$ cat src/hdl/mtxmul_pkg.sv
`timescale 1ns / 1ps
// ----------------------------------------------------------------------------
// mtxmul_pkg: shared types and constants for the matrix multiply core
// Command codes, queue word layout, back-end states and parameter defaults.
// ----------------------------------------------------------------------------
package mtxmul_pkg;

  // Fixed port widths
  localparam int ELEM_PORT_W = 32;
  localparam int IDX_PORT_W  = 2;
  localparam int MODE_W      = 2;

  // Parameter defaults
  localparam int DIM_DEF        = 4;
  localparam int ELEM_WIDTH_DEF = 32;
  localparam int FRAC_BITS_DEF  = 16;

  // Command queue depth; a power of two so the pointers wrap on their own
  localparam int Q_DEPTH = 4;
  localparam int Q_PTR_W = $clog2(Q_DEPTH);

  // Command word mode codes
  localparam logic [MODE_W-1:0] MODE_LOAD_L  = 2'd0;
  localparam logic [MODE_W-1:0] MODE_LOAD_R  = 2'd1;
  localparam logic [MODE_W-1:0] MODE_COMPUTE = 2'd2;

  typedef enum logic [1:0] {
    OP_LOAD_L,
    OP_LOAD_R,
    OP_COMPUTE
  } op_t;

  typedef struct packed {
    op_t                    op;
    logic [IDX_PORT_W-1:0]  row;
    logic [IDX_PORT_W-1:0]  col;
    logic [ELEM_PORT_W-1:0] data;
  } q_entry_t;

  typedef struct packed {
    logic     valid;
    q_entry_t ent;
  } q_push_t;

  typedef enum logic {
    BK_IDLE,
    BK_RUN
  } bk_state_t;

endpackage

$ cat src/hdl/mtxmul_queue.sv
`timescale 1ns / 1ps
// ----------------------------------------------------------------------------
// mtxmul_queue: command queue
// Small FIFO between intake and execution; head word is read in place.
// ----------------------------------------------------------------------------
module mtxmul_queue (
  input  logic                 clk,
  input  logic                 rst,
  input  mtxmul_pkg::q_push_t  q_push,
  input  logic                 pop,
  output logic                 q_full,
  output logic                 q_empty,
  output mtxmul_pkg::q_entry_t q_head
);
  import mtxmul_pkg::*;

  q_entry_t             mem [Q_DEPTH];
  logic [Q_PTR_W-1:0]   wr_ptr;
  logic [Q_PTR_W-1:0]   rd_ptr;
  logic [Q_PTR_W:0]     count;
  logic                 do_pop;

  assign q_full  = (count == (Q_PTR_W+1)'(Q_DEPTH));
  assign q_empty = (count == '0);
  assign q_head  = mem[rd_ptr];
  assign do_pop  = pop && !q_empty;

  always_ff @(posedge clk) begin
    if (q_push.valid) begin
      mem[wr_ptr] <= q_push.ent;
    end
  end

  always_ff @(posedge clk) begin
    if (rst) begin
      wr_ptr <= '0;
      rd_ptr <= '0;
      count  <= '0;
    end else begin
      if (q_push.valid) begin
        wr_ptr <= wr_ptr + 1'b1;
      end
      if (do_pop) begin
        rd_ptr <= rd_ptr + 1'b1;
      end
      case ({q_push.valid, do_pop})
        2'b10:   count <= count + 1'b1;
        2'b01:   count <= count - 1'b1;
        default: count <= count;
      endcase
    end
  end

endmodule

$ cat config.mk
export PLATFORM = sky130hd
export DESIGN_NAME = mtxmul_queue
export DESIGN_NICKNAME = d
export VERILOG_FILES = /design/src/hdl/mtxmul_pkg.sv /design/src/hdl/mtxmul_queue.sv
export SDC_FILE = /design/constraint.sdc
export NUM_CORES = 1
export LEC_CHECK = 0
export BUFFER_PORTS_ARGS = -buffer_cell sky130_fd_sc_hd__buf_2
export CORE_MARGIN = 2
export CORE_UTILIZATION = 56
export CTS_CLUSTER_SIZE = 12
export DETAILED_ROUTE_END_ITERATION = 12
export GPL_TIMING_DRIVEN = 0
export HOLD_SLACK_MARGIN = 0.03
export PLACE_DENSITY = 0.78
export SETUP_SLACK_MARGIN = 0.5
export SLEW_MARGIN = 20
export SYNTH_ARGS = -nofsm -noshare
export SYNTH_HDL_FRONTEND = slang
export SYNTH_SLANG_ARGS = --single-unit
export TNS_END_PERCENT = 1
$ cat constraint.sdc
create_clock -name clk -period 2.1 [get_ports clk]
set_input_delay 0 -clock clk [delete_from_list [all_inputs] [get_ports clk]]
set_output_delay 0 -clock clk [all_outputs]
set_load 0.01 [all_outputs]
==> results.sh, run 1 <==
export IMPL_cp_slowest_cell="mux4_2"
export IMPL_initialDrtViolationCount=136
export IMPL_yosys_cell_types_count=23
export IMPL_port_buffers=80
export IMPL_critPathTopFamily="multiplexers"
export IMPL_dieArea_um2=11500
export IMPL_routed_top_layer="met4"
export IMPL_cpPeakStageDelay_ns=0.50
export IMPL_rows=37
export IMPL_wl_met2_mm=5.62
export IMPL_final_max_slew_viol_count=0
export IMPL_die_x_um=107
export IMPL_cellPowerDensity_nw_per_um2=1100
export IMPL_peakVddDrop_mv=0.741
export IMPL_final_cell_mix="edfxtp_1 (152), buf_2 (80), dlygate4sd3_1 (41), mux4_2 (38), clkbuf_16 (22)"
export IMPL_worst_pin_slew_ns=0.674
export IMPL_final_period_utilization_pct=88.1
export IMPL_path_clk_slew_ns=0.06
export IMPL_cp_end_kind="output port"
export IMPL_hold_path_class="input pin to register"
export IMPL_max_freq_mhz=541
export IMPL_fin_skew_ns=0.00622
export IMPL_yosys_warnings=0
export IMPL_grt_usage_pct=19.5
export IMPL_fin_util_pct=75.1
export IMPL_drc=0
export IMPL_antenna_found_initial=0
export IMPL_yosysTopAreaCell="edfxtp_1"
export IMPL_start_util_pct=57.6
export IMPL_nFillCells=558
export IMPL_max_slew_margin_pct=55.1
export IMPL_cts_root_buf="clkbuf_8"
export IMPL_cap_violations=0
export IMPL_clock_latency_ns=0.52
export IMPL_final_common_cell="edfxtp_1"
export IMPL_io_pins=82
export IMPL_finish_net_count=445
export IMPL_ys_ff_latch=161
export IMPL_clkSinkCount=161
export IMPL_yosys_top_cells_area="edfxtp_1 (77%), mux4_2 (14%), dfxtp_1 (3.0%)"
export IMPL_wl_met1_mm=4.32
export IMPL_synthCells=248
export IMPL_worst_setup_path_start_kind="register"
export IMPL_hold_viol=0
export IMPL_path_depth=4
export IMPL_met3WireLength_um=490
export IMPL_place_inst=467
export IMPL_cp_arrival_ns=1.85
export IMPL_crit_chain="buf_12 -> clkbuf_16 -> mux4_2 -> buf_2"
export IMPL_cts_tree="done"
export IMPL_syn_nets=296
export IMPL_vias=2901
export IMPL_yosysTopAreaCellShare_pct=76.8
export IMPL_finalNonFillerCells=546
export IMPL_diodes=0
export IMPL_tritoncts_num_buffers=17
export IMPL_min_path_cells=2
export IMPL_core_area_um2=10300
export IMPL_grt_pass1_vias=3051
export IMPL_h_tree_depth=4
export IMPL_grt_pass1_wl_mm=15.9
export IMPL_drive_gt1_share_pct=43.2
export IMPL_antenna_left=0
export IMPL_path_max_fanout=9
export IMPL_avgSynthCellArea_um2=24.0
export IMPL_synthesis_area_um2=5950
export IMPL_place_congestion=0.749
export IMPL_rsz0062_at_grt="yes"
export IMPL_area_delta_synth_final_pct=30.4
export IMPL_crit_buf_inv=3
export IMPL_grt_overflow=0
export IMPL_crit_required_ns=2.10
export IMPL_dr_pass1_iters=5
export IMPL_wl_per_cell_um=19.3
export IMPL_run_status="complete, no violations"
export IMPL_die_h_um=107
export IMPL_viasPerCell=5.31
export IMPL_clock_path_buffers=2
export IMPL_finalWirelength_mm=10.5
export IMPL_setup_violations_final=0
export IMPL_leakagePower_uw=0.00271
export IMPL_critical_path_class="register to output port"
export IMPL_dpl_hpwl_mm=6.06
export IMPL_post_route_min_period_ns=1.85
export IMPL_grt_max_degree=39
export IMPL_yosysSeqAreaShare_pct=79.8
export IMPL_ff2ff_path_depth=8
cell type report:
| type | instances | area, um2 | area share (%) |
|---|---|---|---|
| Clock inverter | 7 | 56.3 | 0.726 |
| Clock buffer | 25 | 559 | 7.21 |
| Multi-Input combinational cell | 71 | 1110 | 14.3 |
| Timing Repair Buffer | 130 | 977 | 12.6 |
| Inverter | 7 | 26.3 | 0.339 |
| Buffer | 9 | 98.8 | 1.28 |
| Tap cell | 136 | 170 | 2.19 |
| Sequential cell | 161 | 4750 | 61.3 |
stage by stage:
step                cell area [um2]  TNS, ns  hold slack [ns]  total power (uW)  setup slack [ns]
CTS                            7670        0            0.205              8480             0.221
detailed placement             6610        0            0.218              5360             0.255
global placement               6520   -49.41            0.211              5310            -0.451
global route                   7750        0            0.213              8890             0.164
finish                         7750        0            0.229              8550             0.250
floorplan                      5950        0           0.0989              4850             0.235
power breakdown:
group	internal [uW]	switching, uW
clock	1840	1180
sequential	3720	73.4
combinational	939	792
cell usage after synthesis:
library cell	count
mux4_2	38
xor2_1	3
buf_12	2
or3_1	2
nor2_1	7
ha_1	5
and2_1	4
buf_6	1
nor3_1	1
fa_1	1
inv_1	7
xnor2_1	1
and3_1	1
a21oi_1	3
mux2i_1	1
buf_4	1
dfxtp_1	9
nand2_1	1
buf_2	3
clkbuf_1	2
o21ai_0	2
edfxtp_1	152
o31ai_1	1
layer usage:
metal | vias up | GRT usage, %
met3 | 11 | 6.57
li1 | 1332 | -
met1 | 1471 | 23.7
met4 | 0 | 6.40
met2 | 87 | 33.1
met5 | - | 0
logic make-up after synthesis:
family          Yosys count  share of synthesized area [%]
flops                   161                           79.8
simple gates             16                           1.33
compound gates            6                          0.547
xor+xnor                  4                          0.589
buf+inv                  16                           1.81
fa+ha+maj                 6                           1.39
mux                      39                           14.6
worst reg2reg max path, stage by stage (launching register included):
cell,delay [ns]
dfxtp_2,0.37
o31ai_2,0.08
inv_1,0.07
ha_2,0.19
inv_1,0.05
fa_1,0.38
xor2_1,0.16
or3_1,0.32
a21oi_2,0.13
sequential cells by signal, summed over array words and instances (netlist names), named ones only:
register,flops
mem,152
wr_ptr,2
rd_ptr,2
count,3
path summary, 6_finish.rpt:
path / start / endpoint / slack [ns]
max: register / q_head[15] / 0.25
min: q_push[28] / mem[3][28] / 0.23
max reg2reg: count[2] / count[2] / 0.28
min reg2reg: rd_ptr[1] / register / 0.51
what timing repair did:
item                                   CTS  global route
setup buffers                            3             1
gates resized for setup                  7             9
gates cloned                             0             2
pin swaps                                0             0
hold buffers                            41             0
setup endpoints to repair              127           187
endpoints found under the hold margin  161             0
Note: power is estimated with default switching activity, not from simulation.
==> run 2, diff against run 1 <==
Settings changed: CORE_ASPECT_RATIO from default to 0.9, SKIP_CTS_REPAIR_TIMING from default to 1.
==> results.sh, run 2 (synthesis results as in run 1) <==
export IMPL_run_status="complete, no violations"
export IMPL_drive_gt1_share_pct=40.2
export IMPL_reg_top3="mem x152, count x3"
export IMPL_min_path_cells=4
export IMPL_finalWirelength_mm=10.3
export IMPL_clock_latency_ns=0.41
export IMPL_hold_end="rd_ptr[0]"
export IMPL_grt_overflow=0
export IMPL_antenna_found_initial=0
export IMPL_peakVddDrop_mv=1.11
export IMPL_setup_violations_final=0
export IMPL_area_delta_synth_final_pct=26.8
export IMPL_finalNonFillerCells=532
export IMPL_dpl_hpwl_mm=6.24
export IMPL_vias=2881
export IMPL_cp_end_kind="register"
export IMPL_final_max_slew_viol_count=0
export IMPL_cp_arrival_ns=2.17
export IMPL_worst_setup_path_start_kind="register"
export IMPL_cpPeakStageDelay_ns=0.37
export IMPL_crit_required_ns=2.43
export IMPL_place_inst=460
export IMPL_min_from="pop"
export IMPL_path_common_cell="inv_1"
export IMPL_path_clk_slew_ns=0.06
export IMPL_die_x_um=113
export IMPL_final_period_utilization_pct=87.7
export IMPL_drc=0
export IMPL_finish_net_count=438
export IMPL_hold_path_class="input pin to register"
export IMPL_worst_pin_slew_ns=0.583
export IMPL_clkSinkCount=161
export IMPL_max_freq_mhz=543
export IMPL_post_route_min_period_ns=1.84
export IMPL_grt_pass1_vias=2945
export IMPL_reg2reg_to="count[2]"
export IMPL_grt_max_degree=39
export IMPL_stdcell_area_um2=7540
export IMPL_nFillCells=591
export IMPL_viasPerCell=5.42
export IMPL_h_tree_depth=4
export IMPL_cap_violations=0
export IMPL_hold_viol=0
export IMPL_leakagePower_uw=0.00262
export IMPL_dpl_cell_area_um2=6570
export IMPL_rows=35
export IMPL_final_common_cell="edfxtp_1"
export IMPL_antenna_left=0
export IMPL_diodes=0
export IMPL_grt_pass1_wl_mm=15.1
export IMPL_place_congestion=0.709
export IMPL_cellPowerDensity_nw_per_um2=1090
export IMPL_finalSetupTns_ns=0
export IMPL_final_cell_mix="edfxtp_1 (152), buf_2 (81), dlygate4sd3_1 (40), mux4_2 (38), clkbuf_16 (17)"
export IMPL_io_pins=82
export IMPL_tritoncts_num_buffers=17
export IMPL_largest_reg_flops=152
export IMPL_reg2reg_slack_ns=0.26
export IMPL_start_util_pct=57.8
export IMPL_cts_tree="done"
export IMPL_clock_path_buffers=2
export IMPL_grt_usage_pct=18.4
export IMPL_dr_pass1_iters=4
export IMPL_initialDrtViolationCount=185
export IMPL_core_area_um2=10300
export IMPL_path_max_fanout=4
export IMPL_regMostFlops="mem"
export IMPL_rsz0062_at_grt="yes"
export IMPL_wl_per_cell_um=19.4
export IMPL_dieArea_um2=11500
export IMPL_fin_skew_ns=0.00795
export IMPL_cts_root_buf="clkbuf_16"
export IMPL_cp_slowest_cell="fa_1"
export IMPL_crit_chain="o31ai_1 -> inv_1 -> ha_1 -> inv_1 -> fa_1 -> xor2_1 -> or3_1 -> a21oi_1"
export IMPL_r2r_start="count[0]"
export IMPL_port_buffers=80
export IMPL_critical_path_class="register to register"
export IMPL_hold_slack_ns=0.0138
export IMPL_max_slew_margin_pct=61.2
export IMPL_die_h_um=102
export IMPL_ff2ff_path_depth=8
[run 2: metrics by stage]
stage	total power (uW)	util [%]	worst slack, ns
floorplan	4850	-	0.235
global placement	5300	63.3	-0.430
detailed placement	5360	63.9	0.253
global route	8550	73.3	0.177
finish	8210	73.3	0.258
CTS	8230	69.3	0.197
[run 2: layout make-up]
type                    instances  area [um2]  area share, %
flip-flops and latches        161        4750           63.0
multi-input cells              71        1100           14.6
repair buffers                123         861           11.4
clock buffers                  21         440           5.84
well taps                     129         161           2.14
clock inverters                11         115           1.53
plain buffers                   9        86.3           1.15
inverters                       7        26.3          0.348
[run 2: how the worst max path moves through the flow]
stage | startpoint | depth (start not counted) | end
after global routing | count[0] | 8 | count[2]
after CTS | register | 4 | q_head[0]
final | count[0] | 8 | count[2]
after global placement | wr_ptr[0] | 3 | mem[0][3]
after detailed placement | count[0] | 8 | count[2]
after floorplan | wr_ptr[0] | 3 | mem[0][0]
[run 2: where the power goes]
group | switching (uW) | internal, uW
logic | 743 | 807
registers | 72.5 | 3710
clock network | 1140 | 1740
[run 2: metal layers]
metal / wire length, um / up-vias / part of all wire (%) / GRT usage (%)
li1: - / 1320 / - / -
met2: 5380 / 92 / 52 / 30.2
met1: 4300 / 1461 / 42 / 23.1
met5: 0 / - / 0 / 0
met4: 87 / 0 / 0.84 / 6.19
met3: 550 / 8 / 5.3 / 7.00
[run 2: worst max-delay path, delay by kind of cell, from the launching register on]
family / cells / cell delay [ns]
adder cells (fa/ha/maj): 2 / 0.55
AND/OR/NAND/NOR: 1 / 0.31
buffers and inverters: 2 / 0.13
AO/OA/AOI/OAI: 2 / 0.26
flip-flops: 1 / 0.36
XOR/XNOR: 1 / 0.16
==> run 3, diff against run 2 <==
Settings changed: CORE_MARGIN 2 to 5, CTS_CLUSTER_DIAMETER from default to 30, MAX_ROUTING_LAYER from default to met4.
==> results.sh, run 3 (synthesis results as in run 1) <==
export IMPL_run_status="finished with violations"
export IMPL_violations="negative hold slack"
export IMPL_final_common_cell="edfxtp_1"
export IMPL_cap_violations=0
export IMPL_viasPerCell=5.45
export IMPL_place_congestion=0.705
export IMPL_cts_root_buf="clkbuf_16"
export IMPL_rows=35
export IMPL_final_max_slew_viol_count=0
export IMPL_path_max_fanout=10
export IMPL_grt_max_degree=39
export IMPL_h_tree_depth=4
export IMPL_wl_per_cell_um=19.6
export IMPL_die_h_um=108
export IMPL_critical_path_class="register to output port"
export IMPL_finish_net_count=439
export IMPL_max_freq_mhz=544
export IMPL_reg_top3="mem x152, count x3"
export IMPL_grt_usage_pct=17.7
export IMPL_peakVddDrop_mv=0.794
export IMPL_fin_skew_ns=0.00541
export IMPL_hold_path_class="input pin to register"
export IMPL_drive_gt1_share_pct=40.8
export IMPL_port_buffers=80
export IMPL_path_clk_slew_ns=0.06
export IMPL_antenna_left=0
export IMPL_start_util_pct=57.5
export IMPL_grt_overflow=0
export IMPL_cp_arrival_ns=1.84
export IMPL_drc=0
export IMPL_hold_viol=2
export IMPL_use_met2_pct=28.0
export IMPL_hold_slack_ns=-0.0211
export IMPL_met3_usage_pct=5.94
export IMPL_final_cell_mix="edfxtp_1 (152), buf_2 (81), dlygate4sd3_1 (41), mux4_2 (38), clkbuf_16 (17)"
export IMPL_worst_pin_slew_ns=0.649
export IMPL_tritoncts_num_buffers=17
export IMPL_clock_path_buffers=2
export IMPL_vias=2892
export IMPL_finalSetupTns_ns=0
export IMPL_initialDrtViolationCount=253
export IMPL_final_period_utilization_pct=87.5
export IMPL_dieArea_um2=12800
export IMPL_setup_violations_final=0
export IMPL_dpl_hpwl_mm=6.37
export IMPL_cp_end_kind="output port"
export IMPL_top_usage_layer="met2"
export IMPL_cts_tree="done"
export IMPL_area_delta_synth_final_pct=27.1
export IMPL_grtUsageMet1_pct=21.8
export IMPL_leakagePower_uw=0.00262
export IMPL_finalNonFillerCells=531
export IMPL_antenna_found_initial=0
export IMPL_clock_latency_ns=0.42
export IMPL_io_pins=82
export IMPL_grt_pass1_vias=2978
export IMPL_dr_pass1_iters=4
export IMPL_crit_required_ns=2.10
export IMPL_post_route_min_period_ns=1.84
export IMPL_regMostFlops="mem"
export IMPL_core_area_um2=10300
export IMPL_rsz0062_at_grt="yes"
export IMPL_largest_reg_flops=152
export IMPL_grt_pass1_wl_mm=16.0
export IMPL_worst_setup_path_start_kind="register"
export IMPL_diodes=0
export IMPL_max_slew_margin_pct=56.8
export IMPL_cellPowerDensity_nw_per_um2=1090
export IMPL_finalWirelength_mm=10.4
export IMPL_clkSinkCount=161
export IMPL_die_x_um=119
export IMPL_place_inst=460
==> run 3: cell count changes in the layout (fill, tap and decap cells not counted) <==
| cell | before | now |
|---|---|---|
| clkinv_4 | 1 | 0 |
| buf_12 | 5 | 4 |
| o31ai_1 | 1 | 0 |
| clkbuf_1 | 6 | 3 |
| dlygate4sd3_1 | 40 | 41 |
| buf_16 | 0 | 1 |
| ha_1 | 5 | 4 |
| inv_6 | 0 | 1 |
| ha_2 | 0 | 1 |
| clkinv_1 | 1 | 2 |
| o31ai_2 | 0 | 1 |
==> run 3: where the power goes <==
group / total, uW / internal [uW] / switching (uW)
Clock: 2850 / 1720 / 1130
Combinational: 1570 / 818 / 754
Sequential: 3790 / 3710 / 73.0
Total: 8210 / 6250 / 1960
==> run 3: final cells by class <==
type | count | area, um2
sequential | 161 | 4750
fill | 613 | 2780
multi-input combinational | 71 | 1110
timing repair buffer | 124 | 878
clock buffer | 18 | 429
tap | 129 | 161
clock inverter | 12 | 119
buffer | 9 | 86.3
inverter | 7 | 26.3
==> run 3: worst max-delay path: stages, from the launching register on <==
cell,delay (ns)
dfxtp_1,0.32
clkbuf_1,0.50
mux4_2,0.43
buf_2,0.16
==> run 3: metal layers <==
metal	routed length (um)	vias up
met5	0	-
met4	121	0
met3	575	14
met2	5410	93
met1	4290	1471
li1	-	1314
==> run 3: per-stage QoR <==
step	total power, uW	setup WS (ns)	utilization [%]	cell area, um2
2_1_floorplan	4850	0.235	-	5950
3_3_place_gp	5310	-0.450	63.0	6510
3_5_place_dp	5370	0.220	63.7	6580
4_1_cts	8220	0.187	69.0	7130
5_1_grt	8580	0.161	73.1	7560
6_report	8210	0.262	73.1	7560
==> run 3: worst paths after layout <==
kind | startpoint | end | slack [ns] | depth (start not counted)
worst max-delay path | register | q_head[36] | 0.26 | 3
worst min-delay path | pop | rd_ptr[0] | -0.02 | 4
worst max register to register | count[0] | count[2] | 0.29 | 8
worst min register to register | rd_ptr[1] | register | 0.51 | 2
