`config.mk`:
```
export PLATFORM = sky130hd
export DESIGN_NAME = mtxmul_front
export DESIGN_NICKNAME = d
export VERILOG_FILES = /design/src/hdl/mtxmul_pkg.sv /design/src/hdl/mtxmul_front.sv
export SDC_FILE = /design/constraint.sdc
export NUM_CORES = 1
export LEC_CHECK = 0
export BUFFER_PORTS_ARGS = -buffer_cell sky130_fd_sc_hd__buf_4
export CORE_MARGIN = 1
export CORE_UTILIZATION = 41
export DETAILED_ROUTE_END_ITERATION = 8
export HOLD_SLACK_MARGIN = 0.05
export PLACE_DENSITY = 0.77
export SETUP_SLACK_MARGIN = 0.3
export SYNTH_ARGS = -nofsm -noshare
export SYNTH_HDL_FRONTEND = slang
export SYNTH_SLANG_ARGS = --single-unit
```
`constraint.sdc`:
```
create_clock -name clk -period 4.87 [get_ports clk]
set_input_delay 0.7305 -clock clk [delete_from_list [all_inputs] [get_ports clk]]
set_output_delay 0.7305 -clock clk [all_outputs]
set_load 0.02 [all_outputs]
```
`src/hdl/mtxmul_pkg.sv`:
```
`timescale 1ns / 1ps
// ----------------------------------------------------------------------------
// mtxmul_pkg: shared types and constants for the matrix multiply core
// Command codes, queue word layout, back-end states and parameter defaults.
// ----------------------------------------------------------------------------
package mtxmul_pkg;

  // Fixed port widths
  localparam int ELEM_PORT_W = 32;
  localparam int IDX_PORT_W  = 2;
  localparam int MODE_W      = 2;

  // Parameter defaults
  localparam int DIM_DEF        = 4;
  localparam int ELEM_WIDTH_DEF = 32;
  localparam int FRAC_BITS_DEF  = 16;

  // Command queue depth; a power of two so the pointers wrap on their own
  localparam int Q_DEPTH = 4;
  localparam int Q_PTR_W = $clog2(Q_DEPTH);

  // Command word mode codes
  localparam logic [MODE_W-1:0] MODE_LOAD_L  = 2'd0;
  localparam logic [MODE_W-1:0] MODE_LOAD_R  = 2'd1;
  localparam logic [MODE_W-1:0] MODE_COMPUTE = 2'd2;

  typedef enum logic [1:0] {
    OP_LOAD_L,
    OP_LOAD_R,
    OP_COMPUTE
  } op_t;

  typedef struct packed {
    op_t                    op;
    logic [IDX_PORT_W-1:0]  row;
    logic [IDX_PORT_W-1:0]  col;
    logic [ELEM_PORT_W-1:0] data;
  } q_entry_t;

  typedef struct packed {
    logic     valid;
    q_entry_t ent;
  } q_push_t;

  typedef enum logic {
    BK_IDLE,
    BK_RUN
  } bk_state_t;

endpackage

```
`src/hdl/mtxmul_front.sv`:
```
`timescale 1ns / 1ps
// ----------------------------------------------------------------------------
// mtxmul_front: command intake
// Registers each accepted word, decodes it, drops unused modes and
// out-of-range loads, and pushes the rest into the command queue.
// ----------------------------------------------------------------------------
module mtxmul_front #(
  parameter int DIM = mtxmul_pkg::DIM_DEF
) (
  input  logic                                  clk,
  input  logic                                  rst,
  input  logic                                  cmd_valid,
  output logic                                  cmd_stall,
  input  logic [mtxmul_pkg::MODE_W-1:0]         mode,
  input  logic [mtxmul_pkg::IDX_PORT_W-1:0]     row,
  input  logic [mtxmul_pkg::IDX_PORT_W-1:0]     col,
  input  logic signed [mtxmul_pkg::ELEM_PORT_W-1:0] element,
  input  logic                                  q_full,
  output mtxmul_pkg::q_push_t                   q_push
);
  import mtxmul_pkg::*;

  logic     f_valid;
  q_entry_t f_ent;
  logic     take;
  logic     keep;
  logic     in_range;
  q_entry_t dec;

  assign cmd_stall = f_valid && q_full;
  assign take      = !f_valid || !q_full;

  always_comb begin
    in_range = (int'(row) < DIM) && (int'(col) < DIM);
    dec.row  = row;
    dec.col  = col;
    dec.data = element;
    dec.op   = OP_COMPUTE;
    keep     = 1'b0;
    case (mode)
      MODE_LOAD_L: begin
        dec.op = OP_LOAD_L;
        keep   = in_range;
      end
      MODE_LOAD_R: begin
        dec.op = OP_LOAD_R;
        keep   = in_range;
      end
      MODE_COMPUTE: begin
        dec.op = OP_COMPUTE;
        keep   = 1'b1;
      end
      default: keep = 1'b0;
    endcase
  end

  always_ff @(posedge clk) begin
    if (rst) begin
      f_valid <= 1'b0;
    end else if (take) begin
      f_valid <= cmd_valid && keep;
    end
  end

  always_ff @(posedge clk) begin
    if (take) begin
      f_ent <= dec;
    end
  end

  assign q_push.valid = f_valid && !q_full;
  assign q_push.ent   = f_ent;

endmodule

```
==> results of run 1 <==
==> metrics by stage <==
step / power (mW) / cells
2_1_floorplan: 0.444 / 46
3_3_place_gp: 0.503 / 158
3_5_place_dp: 0.505 / 158
4_1_cts: 0.655 / 166
5_1_grt: 0.669 / 166
6_report: 0.648 / 166
==> worst paths after layout <==
path	start	to	slack, ns	depth (start not counted)
setup reg to reg	f_valid	q_push[21]	3.66	2
setup / recovery	q_full	cmd_stall	3.02	4
hold / removal	rst	f_valid	0.53	2
hold reg to reg	f_valid	f_valid	0.92	3
==> synth_stat cells <==
| master | number | area, um2 |
|---|---|---|
| sky130_fd_sc_hd__nor2b_1 | 2 | 12.5 |
| sky130_fd_sc_hd__nand2_1 | 1 | 3.75 |
| sky130_fd_sc_hd__inv_1 | 1 | 3.75 |
| sky130_fd_sc_hd__dfxtp_1 | 1 | 20.0 |
| sky130_fd_sc_hd__clkbuf_1 | 1 | 3.75 |
| sky130_fd_sc_hd__edfxtp_1 | 38 | 1140 |
| sky130_fd_sc_hd__a21oi_2 | 1 | 8.76 |
| sky130_fd_sc_hd__a21bo_1 | 1 | 10.0 |
==> critical path, stage by stage <==
cell	delay, ns
sky130_fd_sc_hd__buf_4	0.11
sky130_fd_sc_hd__nand2_1	0.09
sky130_fd_sc_hd__inv_1	0.05
sky130_fd_sc_hd__buf_4	0.15
==> power breakdown <==
group / internal (mW) / switching (mW)
Combinational: 0.0489 / 0.0478
Sequential: 0.393 / 0.00645
Clock: 0.0563 / 0.0953
Total: 0.499 / 0.150
==> cell type report <==
class,instances,area [um2]
flip-flops and latches,39,1160
fillers,203,853
repair buffers,82,616
clock buffers,7,45.0
well taps,31,38.8
multi-input cells,5,35.0
clock inverters,1,5.00
inverters,1,3.75
==> cells by family (layout without fill, tap and decap cells) <==
family / Yosys count / after routing / synth area share (%)
DFF: 39 / 39 / 96.5
and+or+nand+nor: 3 / 3 / 1.35
AOI/OAI and AO/OA: 2 / 2 / 1.56
buffers and inverters: 2 / 91 / 0.623
==> flip-flops by register name (all words and copies together) (netlist names) <==
register and count:
f_valid 1, q_push 38
==> metal layers <==
| metal | wire length [um] | share of wire, % | vias to the layer above |
|---|---|---|---|
| met5 | 0 | 0 | - |
| met4 | 91 | 3.8 | 0 |
| met3 | 249 | 10 | 9 |
| met2 | 1280 | 53 | 53 |
| met1 | 777 | 32 | 345 |
| li1 | - | - | 353 |
==> impl_metrics.csv, run 1 <==
group,metric,value,unit
clock_tree,clkTransAtPathRegs,0.11,ns
sta,grt_setup_unrepaired,"false",
die,die_h,56.2,um
sta,worst_clock_skew,0.0108,ns
sta,timing.fmax,539,MHz
route,drt_first_iter_violations,23,
critical_path,crit_path_start_kind,"primary input",
placed_design,dp_worst_setup_slack,3.01,ns
sta,hold_viol_final,0,
die,dieWidth,56.2,um
clock_tree,htree_num_levels,2,
sta,min_period_over_period,38.1,%
route,detail_route.wl_per_cell,14.5,um
global_route,grt_antenna_before_repair,0,
synthesis,synth_area_per_cell,26.2,um2
critical_path,endpoint_kind,"primary output",
clock_tree,cts_buffers,5,
placed_design,finalWeightedCongestion,0.660,
outcome,run_status,"complete, no violations",
critical_path,critical_path.max_fanout,2,
sta,tns,0,ns
synthesis,synth_seq_cells,39,
final_layout,layout_commonest_cell,"sky130_fd_sc_hd__buf_4",
synthesis,syn-instance-count,46,
route,dr_total_vias,760,
route,dr.pass1.iters,4,
global_route,grt_overflow_total,0,
synthesis,post_synth_num_cell_types,8,
clock_tree,worst_skew_pair.late_latency,0.34,ns
final_layout,areaGrowthSynthToFinish,58.2,%
job,cap_viol_max_count,0,
global_route,global_route.usage.met3,7.91,%
clock_tree,cts-root-to-sink-buffers,2,
global_route,grt_first_pass_wirelength,3510,um
clock_tree,post-cts-setup-buffers,0,
placed_design,buffer_ports.inserted,81,
critical_path,critical_path_arrival,1.12,ns
final_layout,final_standard_cell_utilization_of_the_core,69.1,%
sta,setup_viol,0,
die,floorplan.core_area,2760,um2
final_layout,fin_area,1900,um2
synthesis,synth.yosys.warnings,0,
sta,layout_min_cycle_time,1.85,ns
final_layout,final_net_count,176,
final_layout,num_antenna_cells,0,
die,row_count,19,
global_route,maximum_number_of_pins_on_one_net_before_global_route_repair,40,
sta,relSlewSlack,69.2,%
clock_tree,hold_buffers,0,
critical_path,crit_path_kind,"in2out",
route,route.detailed.drc,0,
placed_design,dpl-instance-area,1850,um2
sta,timing_max_transition_violations_final,0,
clock_tree,tritoncts_clock_tree,"done",
route,routed_via_density,4.58,
sta,worst-slew-pin-transition,0.462,ns
final_layout,post_route_cells_drive_above_1_share,65.9,%
pwr,total_leakage_power,0.853,nW
clock_tree,cts_sink_count,39,
synthesis,postSynthNetCount,88,
sta,hold_slack,0.533,ns
die,floorplan.initialDensity,43.6,%
hold_path,worstHoldPathType,"in2reg",
pwr,irDropWorstVdd,0.289,mV
global_route,busiest_layer,"met2",
global_route,grtUsageTotal,15.9,%
global_route,grt_pass1_vias,792,
pwr,pwr_density_cell,340,nW/um2
critical_path,timing.critical_path.required,4.14,ns
final_layout,commonest_cells_after_routing_fill_and_taps_aside,"82 x sky130_fd_sc_hd__buf_4, 38 x sky130_fd_sc_hd__edfxtp_1, 5 x sky130_fd_sc_hd__clkbuf_4, 2 x sky130_fd_sc_hd__nor2b_1, 2 x sky130_fd_sc_hd__clkbuf_1",
global_route,global_route.usage.met2,25.7,%
die,die_area,3160,um2
route,drt-total-wl,2400,um
synthesis,ys_seq_area_share,96.5,%
route,ant_nets,0,
clock_tree,cts_root_buffer,"sky130_fd_sc_hd__clkbuf_4",
clock_tree,cts_resized,0,
global_route,gr-usage-met1,15.5,%
die,io-pin-count,82,
synthesis,synth.cell_area,1200,um2
sta,layout_setup_ws,3.02,ns
Note: power is estimated with default switching activity, not from simulation.
==> run 2, diff against run 1 <==
--- a/config.mk
+++ b/config.mk
@@ -7,10 +7,10 @@
 export LEC_CHECK = 0
 export BUFFER_PORTS_ARGS = -buffer_cell sky130_fd_sc_hd__buf_4
 export CORE_MARGIN = 1
-export CORE_UTILIZATION = 41
+export CORE_UTILIZATION = 40
 export DETAILED_ROUTE_END_ITERATION = 8
 export HOLD_SLACK_MARGIN = 0.05
-export PLACE_DENSITY = 0.77
+export PLACE_DENSITY = 0.76
 export SETUP_SLACK_MARGIN = 0.3
 export SYNTH_ARGS = -nofsm -noshare
 export SYNTH_HDL_FRONTEND = slang
==> constraint.sdc (replaced) <==
create_clock -name clk -period 1.8 [get_ports clk]
set_input_delay 0.27 -clock clk [delete_from_list [all_inputs] [get_ports clk]]
set_output_delay 0.27 -clock clk [all_outputs]
set_load 0.02 [all_outputs]
==> run 2 against run 1 <==
Compared with the run above: the run now ends with DRC left; register-to-register slack got worse by 3.0 ns; combinational power increased to 2.7 times the previous value; clock-buffer cell count unchanged; first-iteration DRC count increased by 13%; clock skew decreased by 0.0056 ns; critical path type is now reg2out; critical endpoint unchanged; largest cell class unchanged.
==> impl_metrics.csv, run 2 (same netlist as run 1, synthesis figures left out) <==
group,metric,value,unit
outcome,run_status,"complete, but fails checks",
outcome,violations,"DRC",
sta,timing_max_transition_violations_final,0,
die,floorplan.core_area,2810,um2
final_layout,number_of_filler_cells_placed_in_the_layout,206,
sta,relSlewSlack,81.9,%
final_layout,post_route_cells_drive_above_1_share,67.6,%
clock_tree,cts_sink_count,39,
job,cap_viol_max_count,0,
placed_design,placedCellCount,159,
sta,min_period_over_period,70.8,%
sta,layout_min_cycle_time,1.27,ns
hold_path,worstHoldPathCells,2,
route,ant_nets,0,
pwr,total_leakage_power,0.863,nW
global_route,grt_first_pass_wirelength,3280,um
critical_path,timing.critical_path.required,1.53,ns
final_layout,layout_commonest_cell,"sky130_fd_sc_hd__buf_4",
clock_tree,htree_num_levels,2,
route,dr.pass1.iters,6,
hold_path,worstHoldStart,"rst",
die,dieWidth,56.9,um
final_layout,num_antenna_cells,0,
route,detail_route.wl_per_cell,12.8,um
critical_path,critical_path.reg2reg.endpoint,"q_push[17]",
critical_path,reg2reg_setup_slack,0.69,ns
global_route,grtUsageTotal,14.4,%
global_route,grt_pass1_vias,807,
placed_design,dp_worst_setup_slack,0.598,ns
route,routed_via_density,4.49,
die,floorplan.initialDensity,42.9,%
sta,worst-slew-pin-transition,0.272,ns
pwr,p_total,1.78,mW
sta,tns,0,ns
clock_tree,worst_skew_pair.late_latency,0.32,ns
pwr,irDropWorstVdd,0.576,mV
critical_path,regToRegStartpoint,"f_valid",
sta,layout_setup_ws,0.526,ns
clock_tree,cts_buffers,5,
global_route,grt_antenna_before_repair,0,
critical_path,critical_path.max_fanout,8,
clock_tree,hold_buffers,0,
critical_path,worstPathCellList,"nand2_2 > inv_1 > buf_4",
clock_tree,cts-root-to-sink-buffers,2,
pwr,pwr_density_cell,925,nW/um2
final_layout,non_filler_cells_final,167,
placed_design,finalWeightedCongestion,0.661,
critical_path,r2r_cells,2,
final_layout,final_net_count,177,
critical_path,slowest_delay,0.36,ns
critical_path,crit_path_kind,"reg2out",
sta,hold_viol_final,0,
placed_design,buffer_ports.inserted,81,
final_layout,largest_reg_flops,38,
clock_tree,cts_root_buffer,"sky130_fd_sc_hd__clkbuf_4",
clock_tree,tritoncts_clock_tree,"done",
critical_path,crit_path_start_kind,"flop",
critical_path,timing.critical_path.slowest_stage_cell,"sky130_fd_sc_hd__dfxtp_1",
sta,grt_setup_unrepaired,"false",
die,die_area,3230,um2
hold_path,worstHoldPathType,"in2reg",
clock_tree,post-cts-setup-buffers,0,
die,die_h,56.9,um
route,dr_total_vias,750,
global_route,grt_overflow_total,0,
hold_path,holdPathEnd,"f_valid",
sta,worst_clock_skew,0.00522,ns
clock_tree,cts_resized,0,
global_route,maximum_number_of_pins_on_one_net_before_global_route_repair,23,
route,drt_first_iter_violations,26,
sta,timing.fmax,785,MHz
critical_path,critical_path_arrival,1.00,ns
clock_tree,clkTransAtPathRegs,0.10,ns
final_layout,commonest_cells_after_routing_fill_and_taps_aside,"83 x sky130_fd_sc_hd__buf_4, 38 x sky130_fd_sc_hd__edfxtp_1, 5 x sky130_fd_sc_hd__clkbuf_4, 2 x sky130_fd_sc_hd__nor2b_1",
critical_path,endpoint_kind,"primary output",
route,route.detailed.drc,11,
die,io-pin-count,82,
die,row_count,19,
sta,setup_viol,0,
route,drt-total-wl,2140,um
final_layout,areaGrowthSynthToFinish,59.9,%
run 2: final cells by class:
type,instances,area [um2],area share (%)
Sequential cell,39,1160,60.3
Multi-Input combinational cell,5,37.5,1.95
Timing Repair Buffer,83,623,32.4
Tap cell,31,38.8,2.02
Clock inverter,1,5.00,0.260
Inverter,1,3.75,0.195
Clock buffer,7,55.1,2.86
run 2: worst max path at each step:
stage / start / endpoint / depth (start not counted)
3_5_place_dp: q_full / q_push[26] / 3
6_report: f_valid / cmd_stall / 3
3_3_place_gp: q_full / q_push[17] / 3
4_1_cts: f_valid / cmd_stall / 3
5_1_grt: f_valid / cmd_stall / 3
2_1_floorplan: f_valid / cmd_stall / 2
run 2: through the flow:
stage          util (%)  area [um2]  hold slack, ns
2_1_floorplan         -        1210           0.332
3_3_place_gp       66.5        1860           0.426
3_5_place_dp       66.5        1860           0.430
4_1_cts            68.6        1920          0.0738
5_1_grt            68.6        1920          0.0777
6_report           68.6        1920          0.0898
run 2: power by group:
group | internal [mW] | total (mW) | switching, mW
combinational | 0.134 | 0.263 | 0.129
sequential | 1.06 | 1.08 | 0.0169
clock | 0.189 | 0.436 | 0.246
run 2: critical path, delay by kind of cell, from the launching register on:
family        cells  cell delay (ns)
simple gates      1             0.12
buf+inv           2             0.21
flops             1             0.36
run 2: per-layer routing:
metal	part of all wire [%]	up-vias	track usage [%]
li1	-	356	-
met1	32	331	13.4
met3	18	4	10.6
met4	2.1	0	9.06
met5	0	-	0
met2	48	59	22.3
==> run 3, diff against run 2 <==
--- a/config.mk
+++ b/config.mk
@@ -7,10 +7,10 @@
 export LEC_CHECK = 0
 export BUFFER_PORTS_ARGS = -buffer_cell sky130_fd_sc_hd__buf_4
 export CORE_MARGIN = 1
-export CORE_UTILIZATION = 40
+export CORE_UTILIZATION = 36
 export DETAILED_ROUTE_END_ITERATION = 8
 export HOLD_SLACK_MARGIN = 0.05
-export PLACE_DENSITY = 0.76
+export PLACE_DENSITY = 0.72
 export SETUP_SLACK_MARGIN = 0.3
 export SYNTH_ARGS = -nofsm -noshare
 export SYNTH_HDL_FRONTEND = slang
==> constraint.sdc (replaced) <==
create_clock -name clk -period 1.05 [get_ports clk]
set_input_delay 0.1575 -clock clk [delete_from_list [all_inputs] [get_ports clk]]
set_output_delay 0.1575 -clock clk [all_outputs]
set_load 0.02 [all_outputs]
==> run 3 against run 2 <==
Compared with the run above: register-to-register slack lost 0.74 ns; die area up 11%; clock power grew to 2.8 times the previous value; combinational power increased to 2.7 times the previous value; via count grew 36%; the run ends with setup timing left; flip-flop and latch count unchanged; non-clock buffer count grew 43; setup slack worse by 0.63 ns; clock skew increased by 0.0069 ns; final cell count up 36%; clock-buffer cell count fell by 1.
==> impl_metrics.csv, run 3 (same netlist as run 1, synthesis figures left out) <==
group,metric,value,unit
route,ant_nets,0,
final_layout,non_filler_cells_final,227,
sta,setup_viol,47,
sta,timing_max_transition_violations_final,0,
critical_path,critical_path_arrival,1.00,ns
route,route.detailed.drc,0,
global_route,maximum_number_of_pins_on_one_net_before_global_route_repair,21,
sta,tns,-1.39,ns
clock_tree,worst_skew_pair.late_latency,0.34,ns
global_route,gr-usage-met1,28.3,%
final_layout,areaGrowthSynthToFinish,123,%
global_route,global_route.usage.met3,8.23,%
clock_tree,cts_buffers,5,
sta,hold_viol_final,0,
pwr,share_comb_of_total_power,18.8,%
global_route,grt_overflow_total,0,
die,floorplan.initialDensity,38.8,%
pwr,irDropWorstVdd,1.32,mV
clock_tree,clkTransAtPathRegs,0.11,ns
global_route,grt_first_pass_wirelength,5580,um
die,io-pin-count,82,
critical_path,timing.critical_path.required,0.89,ns
clock_tree,cts-root-to-sink-buffers,2,
die,die_h,59.8,um
global_route,grt_antenna_before_repair,0,
pwr,power.clock.fraction,32.0,%
final_layout,num_antenna_cells,0,
sta,min_period_over_period,110,%
route,dr.pass1.iters,4,
critical_path,crit_family,"flip-flops",
global_route,grtUsageTotal,23.8,%
critical_path,crit_path_kind,"reg2out",
die,dieWidth,59.8,um
clock_tree,cts_sink_count,39,
route,routed_via_density,4.48,
die,floorplan.core_area,3100,um2
placed_design,dp_worst_setup_slack,0.0841,ns
pwr,power.sequential.fraction,49.2,%
clock_tree,htree_num_levels,2,
final_layout,post_route_cells_drive_above_1_share,56.8,%
placed_design,placedCellCount,170,
route,dr_total_vias,1017,
critical_path,regToRegStartpoint,"f_valid",
pwr,internal-power,3.00,mW
final_layout,fin_area,2690,um2
critical_path,critical_path.startpoint,"f_valid",
critical_path,slowest_delay,0.40,ns
critical_path,reg2reg_setup_slack,-0.05,ns
placed_design,buffer_ports.inserted,81,
hold_path,worstHoldPathType,"in2reg",
job,cap_viol_max_count,0,
final_layout,final_standard_cell_utilization_of_the_core,86.6,%
sta,relSlewSlack,84.5,%
sta,layout_min_cycle_time,1.16,ns
pwr,total_leakage_power,1.17,nW
final_layout,final_net_count,224,
critical_path,critical_path.max_fanout,3,
route,drt_first_iter_violations,40,
global_route,global_route.usage.met2,39.8,%
die,die_area,3580,um2
clock_tree,cts_root_buffer,"sky130_fd_sc_hd__clkbuf_4",
route,drt-total-wl,4110,um
critical_path,endpoint_kind,"primary output",
pwr,power.share.switching,22.0,%
sta,grt_setup_unrepaired,"true",
placed_design,dpl-instance-area,1890,um2
clock_tree,tritoncts_clock_tree,"done",
placed_design,finalWeightedCongestion,0.628,
outcome,violations,"setup timing",
sta,worst-slew-pin-transition,0.233,ns
critical_path,critical_path.n_buffers_inverters,1,
route,detail_route.wl_per_cell,18.1,um
sta,worst_clock_skew,0.0121,ns
critical_path,worstPathCellList,"nor2b_4 > buf_6",
pwr,switchingPower,0.844,mW
die,row_count,20,
global_route,busiest_layer,"met2",
sta,timing.fmax,864,MHz
final_layout,number_of_filler_cells_placed_in_the_layout,146,
hold_path,worstHoldStart,"mode[0]",
critical_path,crit_path_start_kind,"flop",
global_route,grt_pass1_vias,1016,
pwr,pwr_density_cell,1430,nW/um2
final_layout,commonest_cells_after_routing_fill_and_taps_aside,"42 x sky130_fd_sc_hd__buf_4, 42 x sky130_fd_sc_hd__buf_6, 38 x sky130_fd_sc_hd__dlygate4sd3_1, 38 x sky130_fd_sc_hd__edfxtp_1, 5 x sky130_fd_sc_hd__clkbuf_4",
critical_path,timing.critical_path.slowest_stage_cell,"sky130_fd_sc_hd__dfxtp_4",
outcome,run_status,"complete, but fails checks",
sta,layout_setup_ws,-0.107,ns
final_layout,largest_reg_flops,38,
## run 3: changes by cell type in the layout (fill, tap and decap cells not counted), sizes merged
cell / before / now
clkbuf: 7 / 6
clkinv: 1 / 0
dlygate4sd3: 0 / 38
bufinv: 0 / 2
buf: 83 / 88
nand2: 1 / 5
## run 3: per-layer routing
metal  part of all wire [%]  vias to the layer above
li1                       -                      455
met1                     41                      491
met2                     49                       63
met3                    7.4                        8
met4                    2.4                        0
met5                      0                        -
## run 3: metrics by stage
stage               total power [mW]  hold WS [ns]
floorplan                       2.07         0.213
global placement                2.34         0.306
detailed placement              2.35         0.315
CTS                             3.79        0.0909
global route                    3.97        0.0815
finish                          3.84        0.0949
## run 3: final timing paths
kind	endpoint	cells after the start
min	f_valid	3
max	q_push[38]	2
max reg2reg	q_push[21]	3
min reg2reg	q_push[34]	3
## run 3: cell type report
class                           count  area [um2]  share of cell area (%)
Sequential cell                    39        1160                    43.4
Inverter                            1        6.26                   0.233
Multi-Input combinational cell      9         113                    4.19
Timing Repair Buffer              126        1250                    46.4
Clock inverter                      2        60.1                    2.24
Tap cell                           44        55.1                    2.05
Clock buffer                        6        41.3                    1.54
## run 3: power by group through the flow
| stage | clock network (mW) | registers [mW] | logic [mW] |
|---|---|---|---|
| 6_report | 1.23 | 1.89 | 0.721 |
| 5_1_grt | 1.31 | 1.90 | 0.754 |
| 4_1_cts | 1.22 | 1.88 | 0.680 |
| 3_5_place_dp | 0 | 1.89 | 0.455 |
| 3_3_place_gp | 0 | 1.89 | 0.449 |
| 2_1_floorplan | 0 | 2.03 | 0.0368 |
## run 3: what timing repair did
action                     4_1_cts  5_1_grt
pin swaps                        1        1
hold endpoints to repair        38        0
setup buffers                    5        1
resized for setup               47        3
hold buffers                    38        0
setup endpoints to repair       79       79
cloned                           3        2
## run 3: worst reg2reg max path, delay by kind of cell, from the launching register on
family | cells | cell delay [ns]
buf+inv | 2 | 0.28
simple gates | 1 | 0.15
flops | 1 | 0.39
